--- src/hdl/ccslm_pkg.sv ---
// Shared types and constants of the coil current step-loss monitor.
package ccslm_pkg;

	localparam int SAMPLE_BITS  = 12;
	localparam int NUM_COILS    = 4;
	localparam int MAX_W        = SAMPLE_BITS + 1;
	localparam int CALIB_W      = 14;
	localparam int AVGCNT_W     = 6;
	localparam int LOSS_W       = 8;
	localparam int PC_W         = $clog2(NUM_COILS + 1);
	localparam int ADDR_W       = 5;
	localparam int REG_IDX_W    = 3;
	localparam int DATA_W       = 32;

	// floor(x*11/10) == (x * 11 * 0xCCCD) >> 19 for x*11 below 2^16
	localparam int                  MARGIN_MUL_W = 20;
	localparam logic [MARGIN_MUL_W-1:0] MARGIN_MUL = 20'd576719;
	localparam int                  MARGIN_SHIFT = 19;

	localparam logic [CALIB_W-1:0]     RST_CALIB_SAMPLES = 14'd10000;
	localparam logic [AVGCNT_W-1:0]    RST_AVG_COUNT     = 6'd10;
	localparam logic                   RST_DETECT_EN     = 1'b1;
	localparam logic [LOSS_W-1:0]      RST_LOSS_LIMIT    = 8'd5;
	localparam logic [SAMPLE_BITS-1:0] RST_DELTA_CEILING = 12'd4000;

	localparam logic [REG_IDX_W-1:0] REG_CALIB_SAMPLES = 3'd0;
	localparam logic [REG_IDX_W-1:0] REG_AVG_COUNT     = 3'd1;
	localparam logic [REG_IDX_W-1:0] REG_DETECT_EN     = 3'd2;
	localparam logic [REG_IDX_W-1:0] REG_LOSS_LIMIT    = 3'd3;
	localparam logic [REG_IDX_W-1:0] REG_DELTA_CEILING = 3'd4;

	typedef enum logic [1:0] {
		PH_CALIB = 2'd0,
		PH_RUN   = 2'd1,
		PH_STOP  = 2'd2
	} phase_t;

	typedef enum logic [2:0] {
		ST_IDLE,
		ST_EVAL,
		ST_TALLY,
		ST_DIV,
		ST_EMIT
	} state_t;

	typedef struct packed {
		logic eval;
		logic calib;
		logic run;
		logic detect;
		logic avg_end;
		logic margin;
		logic div_step;
	} lane_cmd_t;

	typedef struct packed {
		logic              stop;
		logic [LOSS_W-1:0] total;
	} merge_stat_t;

endpackage

--- src/hdl/coil_current_step_loss_monitor_core.sv ---
// Top level of the coil current step-loss monitor: control sequencer, registers, lanes, result.
// Flow: a transferred item passes EVAL and TALLY, then DIV, where the per-lane dividers run,
//   when it closes an average, and is loaded into the result register from EMIT once that register is free.
// A new item is taken only back in IDLE, so one item is in flight at a time.
// Reset: coil history, maxima, sums and counters clear, phase is calibrating, registers take
//   their reset values; no clearing pass.
module coil_current_step_loss_monitor_core #(
	parameter int MAX_AVG = 32
) (
	input  logic                                clk,
	input  logic                                arst_n,
	// sample channel
	input  logic                                in_valid,
	output logic                                in_ready,
	input  logic [ccslm_pkg::SAMPLE_BITS-1:0]   coil_a1_sample,
	input  logic [ccslm_pkg::SAMPLE_BITS-1:0]   coil_a2_sample,
	input  logic [ccslm_pkg::SAMPLE_BITS-1:0]   coil_b1_sample,
	input  logic [ccslm_pkg::SAMPLE_BITS-1:0]   coil_b2_sample,
	// result channel
	output logic                                out_valid,
	input  logic                                out_ready,
	output logic [1:0]                          phase,
	output logic                                ctrl_valid,
	output logic [ccslm_pkg::SAMPLE_BITS-1:0]   cur_a1,
	output logic [ccslm_pkg::SAMPLE_BITS-1:0]   cur_a2,
	output logic [ccslm_pkg::SAMPLE_BITS-1:0]   cur_b1,
	output logic [ccslm_pkg::SAMPLE_BITS-1:0]   cur_b2,
	output logic [ccslm_pkg::NUM_COILS-1:0]     loss_flags,
	output logic [ccslm_pkg::LOSS_W-1:0]        loss_total,
	output logic                                calib_done,
	// register port
	input  logic                                psel,
	input  logic                                penable,
	input  logic                                pwrite,
	input  logic [ccslm_pkg::ADDR_W-1:0]        paddr,
	input  logic [ccslm_pkg::DATA_W-1:0]        pwdata,
	output logic [ccslm_pkg::DATA_W-1:0]        prdata,
	output logic                                pready
);

	localparam int SB    = ccslm_pkg::SAMPLE_BITS;
	localparam int NC    = ccslm_pkg::NUM_COILS;
	localparam int CW    = ccslm_pkg::CALIB_W;
	localparam int N_W   = $clog2(MAX_AVG + 1);
	localparam int SUM_W = SB + $clog2(MAX_AVG);
	localparam int DC_W  = $clog2(SUM_W);
	localparam logic [DC_W-1:0] DIV_LAST = DC_W'(SUM_W - 1);

	// configuration registers
	logic [CW-1:0]                   cfg_calib_q;
	logic [ccslm_pkg::AVGCNT_W-1:0]  cfg_avg_q;
	logic                            cfg_det_q;
	logic [ccslm_pkg::LOSS_W-1:0]    cfg_limit_q;
	logic [SB-1:0]                   cfg_ceil_q;
	logic [ccslm_pkg::REG_IDX_W-1:0] reg_idx;
	logic                            cfg_wr;

	// sequencer and item state
	ccslm_pkg::state_t state_q, state_d;
	ccslm_pkg::phase_t mode_q;
	ccslm_pkg::phase_t item_ph_q;
	logic [CW-1:0]     progress_q;
	logic [N_W-1:0]    fill_q;
	logic              done_q;
	logic              avg_end_q;
	logic [DC_W-1:0]   div_cnt_q;
	logic              emit_load;

	logic [SB-1:0]     sample_s1 [NC];
	logic [SB-1:0]     in_sample [NC];
	logic [SB-1:0]     lane_avg  [NC];
	logic [NC-1:0]     lane_flags;

	logic [N_W-1:0]    avg_n;
	logic [CW-1:0]     target;
	logic [CW-1:0]     prog_inc;
	logic [N_W-1:0]    fill_inc;
	logic              avg_end_c;
	logic              in_xfer;

	ccslm_pkg::lane_cmd_t   lane_cmd;
	ccslm_pkg::merge_stat_t stat;

	// result register
	logic              out_valid_q;
	logic [1:0]        res_phase_q;
	logic              res_ctrl_q;
	logic [SB-1:0]     res_cur_q [NC];
	logic [NC-1:0]     res_flags_q;
	logic [ccslm_pkg::LOSS_W-1:0] res_total_q;
	logic              res_done_q;

	//------------------------------------------------------------------
	// Register port: zero wait states, word addressed
	//------------------------------------------------------------------
	assign reg_idx = paddr[ccslm_pkg::ADDR_W-1:2];
	assign cfg_wr  = psel & penable & pwrite;
	assign pready  = 1'b1;

	always_ff @(posedge clk or negedge arst_n) begin
		if (!arst_n) begin
			cfg_calib_q <= ccslm_pkg::RST_CALIB_SAMPLES;
			cfg_avg_q   <= ccslm_pkg::RST_AVG_COUNT;
			cfg_det_q   <= ccslm_pkg::RST_DETECT_EN;
			cfg_limit_q <= ccslm_pkg::RST_LOSS_LIMIT;
			cfg_ceil_q  <= ccslm_pkg::RST_DELTA_CEILING;
		end else if (cfg_wr) begin
			case (reg_idx)
				ccslm_pkg::REG_CALIB_SAMPLES: cfg_calib_q <= pwdata[CW-1:0];
				ccslm_pkg::REG_AVG_COUNT:     cfg_avg_q   <= pwdata[ccslm_pkg::AVGCNT_W-1:0];
				ccslm_pkg::REG_DETECT_EN:     cfg_det_q   <= pwdata[0];
				ccslm_pkg::REG_LOSS_LIMIT:    cfg_limit_q <= pwdata[ccslm_pkg::LOSS_W-1:0];
				ccslm_pkg::REG_DELTA_CEILING: cfg_ceil_q  <= pwdata[SB-1:0];
				default: ;
			endcase
		end
	end

	always_comb begin
		case (reg_idx)
			ccslm_pkg::REG_CALIB_SAMPLES: prdata = ccslm_pkg::DATA_W'(cfg_calib_q);
			ccslm_pkg::REG_AVG_COUNT:     prdata = ccslm_pkg::DATA_W'(cfg_avg_q);
			ccslm_pkg::REG_DETECT_EN:     prdata = ccslm_pkg::DATA_W'(cfg_det_q);
			ccslm_pkg::REG_LOSS_LIMIT:    prdata = ccslm_pkg::DATA_W'(cfg_limit_q);
			ccslm_pkg::REG_DELTA_CEILING: prdata = ccslm_pkg::DATA_W'(cfg_ceil_q);
			default:                      prdata = '0;
		endcase
	end

	//------------------------------------------------------------------
	// Effective counts: calibration length of zero means one sample,
	// average length clamps to 1..MAX_AVG
	//------------------------------------------------------------------
	always_comb begin
		if (cfg_avg_q == '0)
			avg_n = N_W'(1);
		else if (int'(cfg_avg_q) > MAX_AVG)
			avg_n = N_W'(MAX_AVG);
		else
			avg_n = N_W'(cfg_avg_q);
		target    = (cfg_calib_q == '0) ? CW'(1) : cfg_calib_q;
		prog_inc  = progress_q + CW'(1);
		// fill stays below the clamp, so the increment cannot wrap
		fill_inc  = fill_q + N_W'(1);
		avg_end_c = fill_inc >= avg_n;
	end

	assign in_sample[0] = coil_a1_sample;
	assign in_sample[1] = coil_a2_sample;
	assign in_sample[2] = coil_b1_sample;
	assign in_sample[3] = coil_b2_sample;

	assign in_xfer = in_valid & in_ready;

	//------------------------------------------------------------------
	// Sequencer: IDLE takes a transfer, EVAL runs the lanes, TALLY merges
	// loss events and applies the calibration margin, DIV runs the lane
	// dividers when an average closes, EMIT waits for the result register.
	//------------------------------------------------------------------
	always_ff @(posedge clk or negedge arst_n) begin
		if (!arst_n)
			state_q <= ccslm_pkg::ST_IDLE;
		else
			state_q <= state_d;
	end

	always_comb begin
		state_d   = state_q;
		in_ready  = 1'b0;
		emit_load = 1'b0;
		case (state_q)
			ccslm_pkg::ST_IDLE: begin
				in_ready = 1'b1;
				if (in_valid)
					state_d = ccslm_pkg::ST_EVAL;
			end
			ccslm_pkg::ST_EVAL: begin
				state_d = ccslm_pkg::ST_TALLY;
			end
			ccslm_pkg::ST_TALLY: begin
				state_d = avg_end_q ? ccslm_pkg::ST_DIV : ccslm_pkg::ST_EMIT;
			end
			ccslm_pkg::ST_DIV: begin
				if (div_cnt_q == DIV_LAST)
					state_d = ccslm_pkg::ST_EMIT;
			end
			ccslm_pkg::ST_EMIT: begin
				if (!out_valid_q || out_ready) begin
					emit_load = 1'b1;
					state_d   = ccslm_pkg::ST_IDLE;
				end
			end
			default: begin
				state_d = ccslm_pkg::ST_IDLE;
			end
		endcase
	end

	always_comb begin
		lane_cmd.eval     = state_q == ccslm_pkg::ST_EVAL;
		lane_cmd.calib    = item_ph_q == ccslm_pkg::PH_CALIB;
		lane_cmd.run      = item_ph_q == ccslm_pkg::PH_RUN;
		lane_cmd.detect   = cfg_det_q;
		lane_cmd.avg_end  = avg_end_c;
		lane_cmd.margin   = (state_q == ccslm_pkg::ST_TALLY) && done_q;
		lane_cmd.div_step = state_q == ccslm_pkg::ST_DIV;
	end

	// phase, counters and per-item flags
	always_ff @(posedge clk or negedge arst_n) begin
		if (!arst_n) begin
			mode_q     <= ccslm_pkg::PH_CALIB;
			item_ph_q  <= ccslm_pkg::PH_CALIB;
			progress_q <= '0;
			fill_q     <= '0;
			done_q     <= 1'b0;
			avg_end_q  <= 1'b0;
			div_cnt_q  <= '0;
		end else begin
			case (state_q)
				ccslm_pkg::ST_IDLE: begin
					if (in_xfer)
						item_ph_q <= mode_q;
				end
				ccslm_pkg::ST_EVAL: begin
					case (item_ph_q)
						ccslm_pkg::PH_CALIB: begin
							avg_end_q <= 1'b0;
							if (prog_inc >= target) begin
								progress_q <= '0;
								done_q     <= 1'b1;
							end else begin
								progress_q <= prog_inc;
								done_q     <= 1'b0;
							end
						end
						ccslm_pkg::PH_RUN: begin
							done_q    <= 1'b0;
							avg_end_q <= avg_end_c;
							fill_q    <= avg_end_c ? '0 : fill_inc;
						end
						default: begin
							done_q    <= 1'b0;
							avg_end_q <= 1'b0;
						end
					endcase
				end
				ccslm_pkg::ST_TALLY: begin
					div_cnt_q <= '0;
					if (item_ph_q == ccslm_pkg::PH_CALIB && done_q)
						mode_q <= ccslm_pkg::PH_RUN;
					else if (item_ph_q == ccslm_pkg::PH_RUN && stat.stop)
						mode_q <= ccslm_pkg::PH_STOP;
				end
				ccslm_pkg::ST_DIV: begin
					div_cnt_q <= div_cnt_q + DC_W'(1);
				end
				default: ;
			endcase
		end
	end

	always_ff @(posedge clk) begin
		if (in_xfer) begin
			for (int i = 0; i < NC; i++)
				sample_s1[i] <= in_sample[i];
		end
	end

	//------------------------------------------------------------------
	// Lanes and merge
	//------------------------------------------------------------------
	for (genvar g = 0; g < NC; g++) begin : g_lane
		ccslm_lane #(
			.MAX_AVG (MAX_AVG)
		) u_lane (
			.clk     (clk),
			.arst_n  (arst_n),
			.cmd     (lane_cmd),
			.ceiling (cfg_ceil_q),
			.n       (avg_n),
			.sample  (sample_s1[g]),
			.flag    (lane_flags[g]),
			.avg     (lane_avg[g])
		);
	end

	ccslm_merge u_merge (
		.clk        (clk),
		.arst_n     (arst_n),
		.tally      (state_q == ccslm_pkg::ST_TALLY),
		.flags      (lane_flags),
		.loss_limit (cfg_limit_q),
		.stat       (stat)
	);

	//------------------------------------------------------------------
	// Result register: holds a finished transfer while the next item is taken
	//------------------------------------------------------------------
	always_ff @(posedge clk or negedge arst_n) begin
		if (!arst_n)
			out_valid_q <= 1'b0;
		else if (emit_load)
			out_valid_q <= 1'b1;
		else if (out_ready)
			out_valid_q <= 1'b0;
	end

	always_ff @(posedge clk) begin
		if (emit_load) begin
			res_phase_q <= mode_q;
			res_ctrl_q  <= (item_ph_q == ccslm_pkg::PH_CALIB) ||
			               (item_ph_q == ccslm_pkg::PH_RUN && avg_end_q);
			for (int i = 0; i < NC; i++) begin
				if (item_ph_q == ccslm_pkg::PH_CALIB)
					res_cur_q[i] <= sample_s1[i];
				else if (item_ph_q == ccslm_pkg::PH_RUN && avg_end_q)
					res_cur_q[i] <= lane_avg[i];
				else
					res_cur_q[i] <= '0;
			end
			res_flags_q <= lane_flags;
			res_total_q <= stat.total;
			res_done_q  <= done_q;
		end
	end

	assign out_valid  = out_valid_q;
	assign phase      = res_phase_q;
	assign ctrl_valid = res_ctrl_q;
	assign cur_a1     = res_cur_q[0];
	assign cur_a2     = res_cur_q[1];
	assign cur_b1     = res_cur_q[2];
	assign cur_b2     = res_cur_q[3];
	assign loss_flags = res_flags_q;
	assign loss_total = res_total_q;
	assign calib_done = res_done_q;

endmodule

--- src/hdl/ccslm_lane.sv ---
// One coil lane: rise detection, calibration maximum, running sum and serial divider.
module ccslm_lane #(
	parameter int  MAX_AVG = 32,
	localparam int N_W     = $clog2(MAX_AVG + 1),
	localparam int SUM_W   = ccslm_pkg::SAMPLE_BITS + $clog2(MAX_AVG)
) (
	input  logic                              clk,
	input  logic                              arst_n,
	input  ccslm_pkg::lane_cmd_t              cmd,
	input  logic [ccslm_pkg::SAMPLE_BITS-1:0] ceiling,
	input  logic [N_W-1:0]                    n,
	input  logic [ccslm_pkg::SAMPLE_BITS-1:0] sample,
	output logic                              flag,
	output logic [ccslm_pkg::SAMPLE_BITS-1:0] avg
);

	localparam int SB = ccslm_pkg::SAMPLE_BITS;
	localparam int MW = ccslm_pkg::MAX_W;
	localparam int PW = MW + ccslm_pkg::MARGIN_MUL_W;

	logic [SB-1:0]    prev_q;
	logic [MW-1:0]    max_q;
	logic [SUM_W-1:0] sum_q;
	logic             flag_q;
	logic [SUM_W-1:0] quo_q;
	logic [N_W-1:0]   rem_q;

	logic [SB-1:0]    rise;
	logic             hit;
	logic [SUM_W-1:0] sum_nxt;
	logic [PW-1:0]    prod;
	logic [N_W:0]     rem_sh;
	logic [N_W:0]     rem_sub;
	logic             rem_ge;

	always_comb begin
		rise    = sample - prev_q;
		hit     = (sample > prev_q) && (MW'(rise) > max_q) && (rise < ceiling);
		sum_nxt = sum_q + SUM_W'(sample);
		prod    = PW'(max_q) * PW'(ccslm_pkg::MARGIN_MUL);
		rem_sh  = {rem_q, quo_q[SUM_W-1]};
		rem_sub = rem_sh - {1'b0, n};
		rem_ge  = rem_sh >= {1'b0, n};
	end

	always_ff @(posedge clk or negedge arst_n) begin
		if (!arst_n) begin
			prev_q <= '0;
			max_q  <= '0;
			sum_q  <= '0;
			flag_q <= 1'b0;
		end else if (cmd.eval) begin
			if (cmd.calib) begin
				if (hit)
					max_q <= MW'(rise);
				prev_q <= sample;
				flag_q <= 1'b0;
			end else if (cmd.run) begin
				sum_q  <= cmd.avg_end ? '0 : sum_nxt;
				flag_q <= cmd.detect & hit;
				if (cmd.detect)
					prev_q <= sample;
			end else begin
				flag_q <= 1'b0;
			end
		end else if (cmd.margin) begin
			max_q <= prod[ccslm_pkg::MARGIN_SHIFT +: MW];
		end
	end

	// restoring divide, one quotient bit per step, dividend shifts out as quotient shifts in
	always_ff @(posedge clk) begin
		if (cmd.eval && cmd.run && cmd.avg_end) begin
			quo_q <= sum_nxt;
			rem_q <= '0;
		end else if (cmd.div_step) begin
			rem_q <= rem_ge ? rem_sub[N_W-1:0] : rem_sh[N_W-1:0];
			quo_q <= {quo_q[SUM_W-2:0], rem_ge};
		end
	end

	assign flag = flag_q;
	assign avg  = quo_q[SB-1:0];

endmodule

--- src/hdl/ccslm_merge.sv ---
// Merges lane loss flags into the saturating event count and the stop decision.
module ccslm_merge (
	input  logic                              clk,
	input  logic                              arst_n,
	input  logic                              tally,
	input  logic [ccslm_pkg::NUM_COILS-1:0]   flags,
	input  logic [ccslm_pkg::LOSS_W-1:0]      loss_limit,
	output ccslm_pkg::merge_stat_t            stat
);

	localparam int LW = ccslm_pkg::LOSS_W;
	localparam int PW = ccslm_pkg::PC_W;

	logic [LW-1:0] events_q;
	logic [PW-1:0] hits;
	logic [LW:0]   sum;
	logic [LW-1:0] events_nxt;

	always_comb begin
		hits = '0;
		for (int i = 0; i < ccslm_pkg::NUM_COILS; i++)
			hits = hits + PW'(flags[i]);
		sum        = {1'b0, events_q} + (LW + 1)'(hits);
		events_nxt = sum[LW] ? '1 : sum[LW-1:0];
		// count only rises monotonically, so checking the final count matches per-event checks
		stat.stop  = (|flags) && (events_nxt > loss_limit);
		stat.total = events_q;
	end

	always_ff @(posedge clk or negedge arst_n) begin
		if (!arst_n)
			events_q <= '0;
		else if (tally)
			events_q <= events_nxt;
	end

endmodule

--- config.mk ---
export PLATFORM = sky130hd
export DESIGN_NAME = coil_current_step_loss_monitor_core
export DESIGN_NICKNAME = d
export VERILOG_FILES = /design/src/hdl/ccslm_pkg.sv /design/src/hdl/coil_current_step_loss_monitor_core.sv /design/src/hdl/ccslm_lane.sv /design/src/hdl/ccslm_merge.sv
export SDC_FILE = /design/constraint.sdc
export NUM_CORES = 2
export LEC_CHECK = 0
export ABC_CLOCK_PERIOD_IN_PS = 5700
export CORE_MARGIN = 5
export CORE_UTILIZATION = 50
export CTS_CLUSTER_SIZE = 30
export DETAILED_ROUTE_END_ITERATION = 12
export DONT_BUFFER_PORTS = 1
export GPL_ROUTABILITY_DRIVEN = 0
export PLACE_DENSITY = 0.74
export SLEW_MARGIN = 30
export SYNTH_ARGS = -nofsm -noshare
export SYNTH_HDL_FRONTEND = slang
export SYNTH_HIERARCHICAL = 1
export SYNTH_SLANG_ARGS = --single-unit
export TNS_END_PERCENT = 30
--- constraint.sdc ---
create_clock -name clk -period 5.7 [get_ports clk]
set_input_delay 0.285 -clock clk [delete_from_list [all_inputs] [get_ports clk]]
set_output_delay 0.285 -clock clk [all_outputs]
set_load 0.01 [all_outputs]
==> flow_summary.yaml <==
status:
  status: "complete, but fails checks"
  violations: "negative hold slack"
sta:
  skew_ns: 0.0241
  maxSlewViolCount: 0
  hold_ws_ns: -0.619
  worst_pin_slew_ns: 0.968
  grt_setup_unrepaired: "true"
  fin_crit_ns: 5.59
  hold_violations: 256
  finalSetupViolations: 0
  max-slew-margin-rel_pct: 34.8
  fin_crit_sh_pct: 98.0
  finalWorstSetupSlack_ns: 0.112
  max_freq_ghz: 0.179
synthesis:
  synth_async_sr_flop_share_pct: 55.7
  synth-seq-area-share_pct: 28.4
  yosysWarningCount: 6
  yosysMostFrequentCell: "inv_1"
  synth-main-ff-cell: "dfrtp_1"
  ys_ff_latch: 460
  synthCells: 4489
  synth_top_area_share_pct: 17.3
  synthTopCellsByArea: "ha_1 (17%), dfrtp_1 (14%), fa_1 (14%)"
  yosysUniqueCellTypes: 118
  yosysTopAreaCell: "ha_1"
  syn_area_um2: 43300
  synth_commonest_cells: "inv_1 (779), ha_1 (598), nand2_1 (371)"
  synth-edff-count: 180
  avgSynthCellArea_um2: 9.65
global_route:
  grt_pass1_vias: 32496
  grt.overflow.total: 0
  grt_start_max_net_pins: 257
  grt_use_total_pct: 23.4
  antenna_found_initial: 7
  grt_pass1_wl_um: 176000
clocking:
  path_clk_slew_ns: 0.06
  insertion_delay_ns: 0.62
  cts_tree: "built"
  htree_levels: 2
  hold_buffers: 69
  cts_buffers: 51
  clock_path_buffers: 3
  cts_root_buf: "clkbuf_16"
  cts_sinks: 460
layout:
  fill_cells: 7463
  final_nets: 5510
  design_area_um2: 47000
  layout-drive-gt1-share_pct: 7.92
  area_growth_pct: 8.46
setup_path:
  rrSetupSlack_ns: 0.11
  reg2reg_depth: 18
  crit_type: "register to register"
  r2r-end: "g_lane[0].u_lane/max_q[11]"
  critPathArrivalTime_ns: 6.06
  cp_max_fo: 3
  critPathLaunchType: "register"
  end_kind: "register"
  critPathRequiredTime_ns: 6.17
  r2r_start: "g_lane[0].u_lane/max_q[10]"
  crit_path_start: "g_lane[0].u_lane/max_q[10]"
floorplan:
  core_area_um2: 86300
  die_x_um: 304
  die_y_um: 304
  pin_count: 191
  initial_core_util_pct: 50.2
  rows: 108
  die_area_um2: 92600
placement:
  place_ws_ns: -0.138
  place_area_um2: 44400
  port_buffers: 0
  hpwl_um: 84300
routing:
  drc: 0
  postRouteAntennaNets: 0
  first_pass_iters: 7
  wl_per_cell_um: 19.2
  via_per_inst: 5.63
  drtIter0Drc: 2331
  wirelength_um: 110000
  vias: 32241
worst_hold_path:
  min_path_type: "primary input to asynchronous set/reset pin"
flow_run:
  max-cap-violations: 0
[per-stage QoR]
step,instances,utilization [%],TNS [ns]
finish,5729,54.4,0
global route,5723,54.4,-0.0566
CTS,5717,54.2,0
detailed placement,5552,51.4,-0.315
global placement,5551,51.3,0
floorplan,4506,-,0
[area by class of cell]
| cell class | count | area, um^2 | area share, % |
|---|---|---|---|
| Clock buffer | 64 | 1380 | 2.93 |
| Clock inverter | 32 | 360 | 0.767 |
| Sequential cell | 460 | 12300 | 26.2 |
| Antenna cell | 6 | 15.0 | 0.0320 |
| Timing Repair Buffer | 143 | 1270 | 2.70 |
| Multi-Input combinational cell | 3088 | 27300 | 58.0 |
| Tap cell | 1155 | 1450 | 3.08 |
| Inverter | 781 | 2940 | 6.25 |
[routing by layer]
layer  vias to the layer above  wire [um]  track usage [%]
li1                      15349          -                -
met1                     15742      49200             32.2
met2                       943      50300             38.0
met3                       203       7320             4.41
met4                         4       3400             6.59
met5                         -         21                0
[worst max path at each step]
stage / end / cells past startpoint
detailed placement: g_lane[0].u_lane/max_q[11] / 18
finish: g_lane[0].u_lane/max_q[11] / 18
global placement: g_lane[0].u_lane/max_q[11] / 18
CTS: g_lane[0].u_lane/max_q[11] / 18
global route: g_lane[0].u_lane/max_q[11] / 19
floorplan: g_lane[0].u_lane/max_q[11] / 18
[state kept, by name (all words and copies together) (netlist names), 14 cells and up]
name,count
cfg_calib_q,14
g_lane.u_lane/max_q,52
g_lane.u_lane/prev_q,48
g_lane.u_lane/quo_q,68
g_lane.u_lane/rem_q,24
g_lane.u_lane/sum_q,68
progress_q,14
res_cur_q,48
sample_s1,48
[kinds of logic (layout without fill, tap and decap cells)]
family,Yosys count,in the layout,share of synthesized area (%)
AOI/OAI and AO/OA,907,907,13.7
xor gates and xnor gates,152,152,3.07
adders and majority gates,893,893,30.9
buffers and inverters,958,1020,9.14
DFF,460,460,28.4
muxes,157,157,3.94
other,2,25,0.0173
and+or+nand+nor,960,960,10.8
[placed cells by master, fill, tap and decap left out, types with 46 or more instances in the layout]
cell type / count
inv_1: 774
ha_1: 596
nand2_1: 371
fa_1: 294
a21oi_1: 246
dfrtp_1: 238
o21ai_0: 214
nor2_1: 181
edfxtp_1: 180
xnor2_1: 91
nand3_1: 79
buf_4: 73
mux2_2: 69
dlygate4sd3_1: 69
xor2_1: 61
mux2i_1: 58
a21o_1: 54
o31ai_1: 52
clkbuf_16: 52
nand4_1: 50
nor3_1: 46
[what timing repair did]
item / 4_1_cts / 5_1_grt
setup endpoints to repair: 5 / 20
buffers inserted: 0 / 6
hold endpoints to repair: 348 / 256
pin swaps: 9 / 23
gates resized for setup: 4 / 19
cloned: 0 / 0
[critical path: stages (launching register included)]
cell and delay (ns):
dfrtp_1 0.40, fa_1 0.57, inv_2 0.05, fa_1 0.46, fa_1 0.54, inv_2 0.04, fa_1 0.50, inv_1 0.05
fa_1 0.50, inv_2 0.05, ha_4 0.21, a2111o_1 0.40, or4_4 0.52, o21ai_4 0.21, o31ai_4 0.10, o2bb2ai_4 0.19
a41oi_4 0.29, mux2i_1 0.24, o211ai_2 0.10
Power is not shown: default switching activity piles up to over one toggle a cycle in this logic, so the estimate is an artifact.
